$ cat config.mk
export PLATFORM = sky130hd
export DESIGN_NAME = temperature_report_and_alarm_top
export DESIGN_NICKNAME = d
export VERILOG_FILES = /design/src/hdl/trar_pkg.sv /design/src/hdl/temperature_report_and_alarm_top.sv /design/src/hdl/trar_cfg_regs.sv /design/src/hdl/trar_core.sv
export SDC_FILE = /design/constraint.sdc
export NUM_CORES = 1
export LEC_CHECK = 0
export ABC_AREA = 1
export BUFFER_PORTS_ARGS = -buffer_cell sky130_fd_sc_hd__buf_2
export CAP_MARGIN = 20
export CORE_ASPECT_RATIO = 1.1
export CORE_MARGIN = 5
export CORE_UTILIZATION = 47
export CTS_CLUSTER_DIAMETER = 40
export DETAILED_ROUTE_END_ITERATION = 7
export PLACE_DENSITY = 0.69
export SLEW_MARGIN = 20
export SYNTH_ARGS = -nofsm -noshare
export SYNTH_HDL_FRONTEND = slang
export SYNTH_SLANG_ARGS = --single-unit
$ cat constraint.sdc
create_clock -name clk -period 8.3 [get_ports clk]
set_input_delay 0 -clock clk [delete_from_list [all_inputs] [get_ports clk]]
set_output_delay 0 -clock clk [all_outputs]
set_load 0.05 [all_outputs]
$ cat src/hdl/trar_pkg.sv
// ---------------------------------------------------------------------------
// trar_pkg
// Shared types, constants and register codes of the temperature report and
// alarm block.
// ---------------------------------------------------------------------------
package trar_pkg;

  localparam int VALUE_WIDTH = 16;
  localparam int CMP_W       = (VALUE_WIDTH + 2 > 18) ? VALUE_WIDTH + 2 : 18;
  localparam int CFG_IDX_W   = 3;
  localparam int CFG_DATA_W  = 16;

  typedef logic signed [CMP_W-1:0] cmp_t;

  localparam cmp_t VALUE_MAX = cmp_t'((64'sd1 <<< (VALUE_WIDTH - 1)) - 64'sd1);
  localparam cmp_t VALUE_MIN = -VALUE_MAX - cmp_t'(1);

  localparam logic [1:0] KIND_SAMPLE  = 2'd0;
  localparam logic [1:0] KIND_HIGH_ND = 2'd1;
  localparam logic [1:0] KIND_LOW_ND  = 2'd2;

  localparam logic [CFG_IDX_W-1:0] REG_SENSOR_OFFSET    = 3'd0;
  localparam logic [CFG_IDX_W-1:0] REG_CHANGE_THRESHOLD = 3'd1;
  localparam logic [CFG_IDX_W-1:0] REG_HIGH_LEVEL       = 3'd2;
  localparam logic [CFG_IDX_W-1:0] REG_LOW_LEVEL        = 3'd3;
  localparam logic [CFG_IDX_W-1:0] REG_HIGH_ENABLE      = 3'd4;
  localparam logic [CFG_IDX_W-1:0] REG_LOW_ENABLE       = 3'd5;
  localparam logic [CFG_IDX_W-1:0] REG_HYSTERESIS       = 3'd6;
  localparam logic [CFG_IDX_W-1:0] REG_RESEND_PERIOD    = 3'd7;

  typedef struct packed {
    logic [1:0]         kind;
    logic signed [15:0] sample_value;
  } in_item_t;

  typedef struct packed {
    logic               report_now;
    logic signed [15:0] corrected_value;
    logic               high_alarm;
    logic               low_alarm;
  } out_item_t;

  typedef struct packed {
    logic signed [15:0] sensor_offset;
    logic [14:0]        change_threshold;
    logic signed [15:0] high_level;
    logic signed [15:0] low_level;
    logic               high_enable;
    logic               low_enable;
    logic [14:0]        hysteresis;
    logic [15:0]        resend_period;
  } cfg_t;

  typedef struct packed {
    logic high_latched;
    logic low_latched;
  } alarm_status_t;

endpackage

$ cat src/hdl/temperature_report_and_alarm_top.sv
// ---------------------------------------------------------------------------
// temperature_report_and_alarm_top
// Deadband report and hysteresis alarm for a temperature sample stream.
// ---------------------------------------------------------------------------
// One result per input transaction, one transaction per cycle sustained while
// out_ready holds. A transaction is held in the input register, evaluated in
// a single pass against the report and alarm state, and lands in the output
// register. in_ready follows out_ready through the two register stages.
// Configuration writes are accepted every cycle and belong to idle periods.
// ---------------------------------------------------------------------------
module temperature_report_and_alarm_top (
  input  logic                            clk,
  input  logic                            rst_n,
  input  logic                            in_valid,
  output logic                            in_ready,
  input  trar_pkg::in_item_t              in_data,
  output logic                            out_valid,
  input  logic                            out_ready,
  output trar_pkg::out_item_t             out_data,
  input  logic                            cfg_valid,
  output logic                            cfg_ready,
  input  logic [trar_pkg::CFG_IDX_W-1:0]  cfg_index,
  input  logic [trar_pkg::CFG_DATA_W-1:0] cfg_data
);

  logic                    s1_valid_r, s1_valid_nxt;
  trar_pkg::in_item_t      s1_item_r;
  logic                    out_valid_r, out_valid_nxt;
  trar_pkg::out_item_t     out_item_r;
  logic                    in_fire, s1_fire, out_adv, cfg_fire;
  trar_pkg::cfg_t          cfg;
  logic                    clear_latches;
  trar_pkg::out_item_t     core_result;
  trar_pkg::alarm_status_t status;

  assign cfg_ready = 1'b1;
  assign cfg_fire  = cfg_valid && cfg_ready;
  assign out_adv   = !out_valid_r || out_ready;
  assign s1_fire   = s1_valid_r && out_adv;
  assign in_ready  = !s1_valid_r || out_adv;
  assign in_fire   = in_valid && in_ready;

  assign s1_valid_nxt  = in_fire ? 1'b1 : (s1_fire ? 1'b0 : s1_valid_r);
  assign out_valid_nxt = s1_fire ? 1'b1 : (out_ready ? 1'b0 : out_valid_r);

  trar_cfg_regs u_cfg (
    .clk           (clk),
    .rst_n         (rst_n),
    .wr_en         (cfg_fire),
    .wr_index      (cfg_index),
    .wr_data       (cfg_data),
    .cfg           (cfg),
    .clear_latches (clear_latches)
  );

  trar_core u_core (
    .clk           (clk),
    .rst_n         (rst_n),
    .item_en       (s1_fire),
    .item          (s1_item_r),
    .cfg           (cfg),
    .clear_latches (clear_latches),
    .result        (core_result),
    .status        (status)
  );

  always_ff @(posedge clk) begin
    if (!rst_n) begin
      s1_valid_r  <= 1'b0;
      out_valid_r <= 1'b0;
    end else begin
      s1_valid_r  <= s1_valid_nxt;
      out_valid_r <= out_valid_nxt;
    end
  end

  always_ff @(posedge clk) begin
    if (in_fire) begin
      s1_item_r <= in_data;
    end
    if (s1_fire) begin
      out_item_r <= core_result;
    end
  end

  assign out_valid = out_valid_r;
  assign out_data  = out_item_r;

  a_level_write_clears: assert property (@(posedge clk) disable iff (!rst_n)
    (cfg_fire && (cfg_index == trar_pkg::REG_HIGH_LEVEL ||
                  cfg_index == trar_pkg::REG_LOW_LEVEL ||
                  cfg_index == trar_pkg::REG_HIGH_ENABLE ||
                  cfg_index == trar_pkg::REG_LOW_ENABLE))
    |=> (!status.high_latched && !status.low_latched))
    else $error("alarm latch survived a level register write");

  a_high_alarm_latches: assert property (@(posedge clk) disable iff (!rst_n)
    (s1_fire && core_result.high_alarm && !cfg_fire) |=> status.high_latched)
    else $error("high alarm fired without setting its latch");

  a_non_sample_zero: assert property (@(posedge clk) disable iff (!rst_n)
    (s1_fire && s1_item_r.kind != trar_pkg::KIND_SAMPLE) |=> (out_data == '0))
    else $error("non-sample transaction produced a nonzero result");

endmodule

$ cat src/hdl/trar_cfg_regs.sv
// ---------------------------------------------------------------------------
// trar_cfg_regs
// Configuration register file; flags writes that rearm the alarm latches.
// ---------------------------------------------------------------------------
module trar_cfg_regs (
  input  logic                              clk,
  input  logic                              rst_n,
  input  logic                              wr_en,
  input  logic [trar_pkg::CFG_IDX_W-1:0]    wr_index,
  input  logic [trar_pkg::CFG_DATA_W-1:0]   wr_data,
  output trar_pkg::cfg_t                    cfg,
  output logic                              clear_latches
);

  trar_pkg::cfg_t cfg_r;
  trar_pkg::cfg_t cfg_nxt;

  always_comb begin
    cfg_nxt = cfg_r;
    if (wr_en) begin
      case (wr_index)
        trar_pkg::REG_SENSOR_OFFSET:    cfg_nxt.sensor_offset    = $signed(wr_data[15:0]);
        trar_pkg::REG_CHANGE_THRESHOLD: cfg_nxt.change_threshold = wr_data[14:0];
        trar_pkg::REG_HIGH_LEVEL:       cfg_nxt.high_level       = $signed(wr_data[15:0]);
        trar_pkg::REG_LOW_LEVEL:        cfg_nxt.low_level        = $signed(wr_data[15:0]);
        trar_pkg::REG_HIGH_ENABLE:      cfg_nxt.high_enable      = wr_data[0];
        trar_pkg::REG_LOW_ENABLE:       cfg_nxt.low_enable       = wr_data[0];
        trar_pkg::REG_HYSTERESIS:       cfg_nxt.hysteresis       = wr_data[14:0];
        trar_pkg::REG_RESEND_PERIOD:    cfg_nxt.resend_period    = wr_data[15:0];
        default:                        cfg_nxt = cfg_r;
      endcase
    end
  end

  assign clear_latches = wr_en &&
                         (wr_index == trar_pkg::REG_HIGH_LEVEL ||
                          wr_index == trar_pkg::REG_LOW_LEVEL ||
                          wr_index == trar_pkg::REG_HIGH_ENABLE ||
                          wr_index == trar_pkg::REG_LOW_ENABLE);

  always_ff @(posedge clk) begin
    if (!rst_n) begin
      cfg_r.sensor_offset    <= 16'sd0;
      cfg_r.change_threshold <= 15'd13;
      cfg_r.high_level       <= 16'sd400;
      cfg_r.low_level        <= 16'sd320;
      cfg_r.high_enable      <= 1'b0;
      cfg_r.low_enable       <= 1'b0;
      cfg_r.hysteresis       <= 15'd16;
      cfg_r.resend_period    <= 16'd60;
    end else begin
      cfg_r <= cfg_nxt;
    end
  end

  assign cfg = cfg_r;

endmodule

$ cat src/hdl/trar_core.sv
// ---------------------------------------------------------------------------
// trar_core
// Per-transaction datapath: offset and saturation, report decision with
// countdown, and the high and low alarm latches.
// ---------------------------------------------------------------------------
module trar_core (
  input  logic                    clk,
  input  logic                    rst_n,
  input  logic                    item_en,
  input  trar_pkg::in_item_t      item,
  input  trar_pkg::cfg_t          cfg,
  input  logic                    clear_latches,
  output trar_pkg::out_item_t     result,
  output trar_pkg::alarm_status_t status
);

  logic signed [trar_pkg::VALUE_WIDTH-1:0] last_reported_r, last_reported_nxt;
  logic [15:0] countdown_r, countdown_nxt;
  logic        high_latched_r, high_latched_nxt;
  logic        low_latched_r, low_latched_nxt;

  trar_pkg::cmp_t sum;
  trar_pkg::cmp_t v;
  trar_pkg::cmp_t diff;
  trar_pkg::cmp_t diff_abs;
  trar_pkg::cmp_t high_c;
  trar_pkg::cmp_t low_c;
  trar_pkg::cmp_t hyst_c;
  trar_pkg::cmp_t thr_c;
  logic           report;

  always_comb begin
    sum = trar_pkg::cmp_t'($signed(item.sample_value)) +
          trar_pkg::cmp_t'($signed(cfg.sensor_offset));
    if (sum > trar_pkg::VALUE_MAX) begin
      v = trar_pkg::VALUE_MAX;
    end else if (sum < trar_pkg::VALUE_MIN) begin
      v = trar_pkg::VALUE_MIN;
    end else begin
      v = sum;
    end
    diff     = v - trar_pkg::cmp_t'(last_reported_r);
    diff_abs = (diff < 0) ? -diff : diff;
    thr_c    = trar_pkg::cmp_t'($signed({1'b0, cfg.change_threshold}));
    hyst_c   = trar_pkg::cmp_t'($signed({1'b0, cfg.hysteresis}));
    high_c   = trar_pkg::cmp_t'($signed(cfg.high_level));
    low_c    = trar_pkg::cmp_t'($signed(cfg.low_level));
    report   = (countdown_r == 16'd0) || (diff_abs > thr_c);
  end

  always_comb begin
    last_reported_nxt = last_reported_r;
    countdown_nxt     = countdown_r;
    high_latched_nxt  = high_latched_r;
    low_latched_nxt   = low_latched_r;
    result            = '0;
    if (item_en) begin
      case (item.kind)
        trar_pkg::KIND_SAMPLE: begin
          result.report_now      = report;
          result.corrected_value = v[15:0];
          if (report) begin
            last_reported_nxt = v[trar_pkg::VALUE_WIDTH-1:0];
            countdown_nxt     = cfg.resend_period;
          end else begin
            countdown_nxt = countdown_r - 16'd1;
          end
          if (v > high_c) begin
            if (cfg.high_enable && !high_latched_r) begin
              high_latched_nxt  = 1'b1;
              result.high_alarm = 1'b1;
            end
          end else if (v < high_c - hyst_c) begin
            high_latched_nxt = 1'b0;
          end
          if (v < low_c) begin
            if (cfg.low_enable && !low_latched_r) begin
              low_latched_nxt  = 1'b1;
              result.low_alarm = 1'b1;
            end
          end else if (v > low_c + hyst_c) begin
            low_latched_nxt = 1'b0;
          end
        end
        trar_pkg::KIND_HIGH_ND: high_latched_nxt = 1'b0;
        trar_pkg::KIND_LOW_ND:  low_latched_nxt  = 1'b0;
        default: ;
      endcase
    end
    if (clear_latches) begin
      high_latched_nxt = 1'b0;
      low_latched_nxt  = 1'b0;
    end
  end

  always_ff @(posedge clk) begin
    if (!rst_n) begin
      last_reported_r <= '0;
      countdown_r     <= 16'd0;
      high_latched_r  <= 1'b0;
      low_latched_r   <= 1'b0;
    end else begin
      last_reported_r <= last_reported_nxt;
      countdown_r     <= countdown_nxt;
      high_latched_r  <= high_latched_nxt;
      low_latched_r   <= low_latched_nxt;
    end
  end

  assign status.high_latched = high_latched_r;
  assign status.low_latched  = low_latched_r;

endmodule
==> flow_metrics.tcl <==
set metrics [dict create \
    synth_top_flop_cell "dfxtp_1" \
    syn_nets 1852 \
    nets 1943 \
    fp.dieH_um 178 \
    area_growth_pct 13.3 \
    rsz0062_at_grt "no" \
    slowest_delay_ps 450 \
    overflow 0 \
    netlist_instances 1660 \
    antenna_found_initial 0 \
    routedWlPerCell_um 16.3 \
    routed_wl_um 34300 \
    design_area_um2 13700 \
    gp_congestion 0.960 \
    synth_seq_area_share 0.310 \
    hp-class "in2reg" \
    post_cts_buffers 0 \
    dp_cells 2038 \
    postSynthAreaPerCell_um2 7.31 \
    cts_buffers 17 \
    worst_pin_slew_ps 1130 \
    firstDrtPassIters 5 \
    setup_viol 0 \
    grt_usage 0.239 \
    synthTopCellsByArea "dfxtp_1, ha_1, nand2_1" \
    yosysWarningCount 0 \
    yosysUniqueCellTypes 52 \
    critPathKind "reg2reg" \
    dieArea_um2 29100 \
    synth_common_cells "nand2_1, inv_1, a21oi_1" \
    crit_slowest_cell "ha_1" \
    num_rows 61 \
    dp_hpwl_um 26500 \
    worst_skew_pair.late_latency_ps 450 \
    cp-start-kind "flop" \
    status "finished clean" \
    fillCellCount 2476 \
    antenna_left 0 \
    yosysTopAreaCellShare 0.218 \
    drc 0 \
    worstPathArrival_ps 7410 \
    clock-skew-final_ps 13.4 \
    slew_headroom 0.240 \
    io_pins 64 \
    clock-sinks 169 \
    drive_gt1_frac 0.0992 \
    post-route-period-util 0.855 \
    max_cap_violations 0 \
    netlist_area_um2 12100 \
    synth_edf_count 37 \
    clock_path_buffers 2 \
    fin_crit_ps 7090 \
    core_area_um2 25300 \
    cts_tree "yes" \
    setup_tns_ps 0 \
    portBuffers 62 \
    worst-endpoint-required_ps 8620 \
    ir_drop_v 0.000135 \
    holdBufCountCts 40 \
    via_per_inst 5.22 \
    synthMostInstantiatedCell "nand2_1" \
    clk_pin_slew_ps 80 \
    synth-async-reset-ratio 0 \
    grt_max_degree 73 \
    cts-htree-levels 4 \
    leakagePower_nw 6.45 \
    first_global_vias 10582 \
    vias 11022 \
    cts_resized 0 \
    synth_seq_cells 169 \
    yosys.area.top_type "dfxtp_1" \
    die_x_um 163 \
    drt_iter0_markers 627 \
    power.total_mw 2.74 \
    hold_viol 0 \
    fmax_ghz 0.141 \
    start_util 0.479 \
    antennaDiodeCount 0 \
    finalNonFillerCells 2110 \
    path_common_cell "nand2_1" \
    root_buffer "clkbuf_16" \
    grt_pass1_wl_um 54400 \
    placed_area_um2 12700 \
    critPathMaxFanout 26 \
    drv_slew 0 \
    power_density_nw_per_um2 199 \
    cp-end-kind "flop" \
]
placed cells by master (no fill, tap or decap), types with 37 or more instances in the layout:
master,n
edfxtp_1,37
nand2_1,306
dlygate4sd3_1,40
ha_1,146
nand3_1,71
a21oi_1,167
xor2_1,39
buf_2,62
dfxtp_1,132
nor2_1,154
o21ai_0,116
inv_1,250
power breakdown:
| part | leakage (nW) | internal (mW) | total (mW) | switching (mW) |
|---|---|---|---|---|
| sequential | 1.43 | 0.876 | 0.895 | 0.0190 |
| combinational | 4.72 | 0.362 | 1.01 | 0.646 |
| clock | 0.303 | 0.427 | 0.835 | 0.408 |
| total | 6.45 | 1.66 | 2.74 | 1.07 |
state kept, by name (all words and copies together), names as in the netlist:
register                flops
out_data                   19
out_valid                   1
s1_item_r                  18
s1_valid_r                  1
u_cfg.cfg                  96
u_core.countdown_r         16
u_core.high_latched_r       1
u_core.last_reported_r     16
u_core.low_latched_r        1
worst paths after layout:
path,startpoint,cells after the start,endpoint,slack [ps]
setup / recovery,s1_item_r[0]$_DFFE_PP_,43,u_core.last_reported_r[10]$_SDFFE_PN0P_,1210
hold / removal,cfg_data[13],3,u_cfg.cfg[93]$_SDFFE_PN0P_,10
hold reg to reg,u_cfg.cfg[76]$_SDFFE_PN0P_,2,u_cfg.cfg[76]$_SDFFE_PN0P_,460
setup reg to reg,s1_item_r[0]$_DFFE_PP_,43,u_core.last_reported_r[10]$_SDFFE_PN0P_,1210
kinds of logic (layout without fill, tap and decap cells):
kind of cell,Yosys count,count (layout),share of synthesized area
and+or+nand+nor,627,627,0.227
AOI/OAI and AO/OA,351,351,0.159
buffers and inverters,294,398,0.0967
DFF,169,169,0.310
adders and majority gates,150,150,0.157
xor gates and xnor gates,68,68,0.0503
other,1,1,0.000309
layout make-up:
type | count | area [µm²] | share of cell area
repair buffers | 111 | 778 | 0.0566
clock buffers | 18 | 450 | 0.0328
inverters | 255 | 965 | 0.0702
multi-input cells | 1197 | 7200 | 0.524
flip-flops and latches | 169 | 3750 | 0.273
clock inverters | 14 | 165 | 0.0120
well taps | 346 | 433 | 0.0315
metal layers:
layer / GRT usage / share of wire
met1: 0.291 / 0.42
met3: 0.0361 / 0.053
met5: 0 / 0
met2: 0.425 / 0.49
met4: 0.0881 / 0.034
critical path, delay by kind of cell, from the launching register on:
kind | cells | cell delay, ps
compound gates | 6 | 1120
buf+inv | 7 | 880
simple gates | 25 | 3160
flops | 1 | 340
xor+xnor | 1 | 130
fa+ha+maj | 4 | 1300
stage by stage:
stage               worst slack [ps]  hold WS [ps]   util
floorplan                       2390          98.9      -
global placement                1390           176  0.502
detailed placement              1300           178  0.502
CTS                             1260          3.28  0.543
global route                     359          28.9  0.543
finish                          1210          13.7  0.543
No activity file was read; power rests on OpenSTA's default activity.
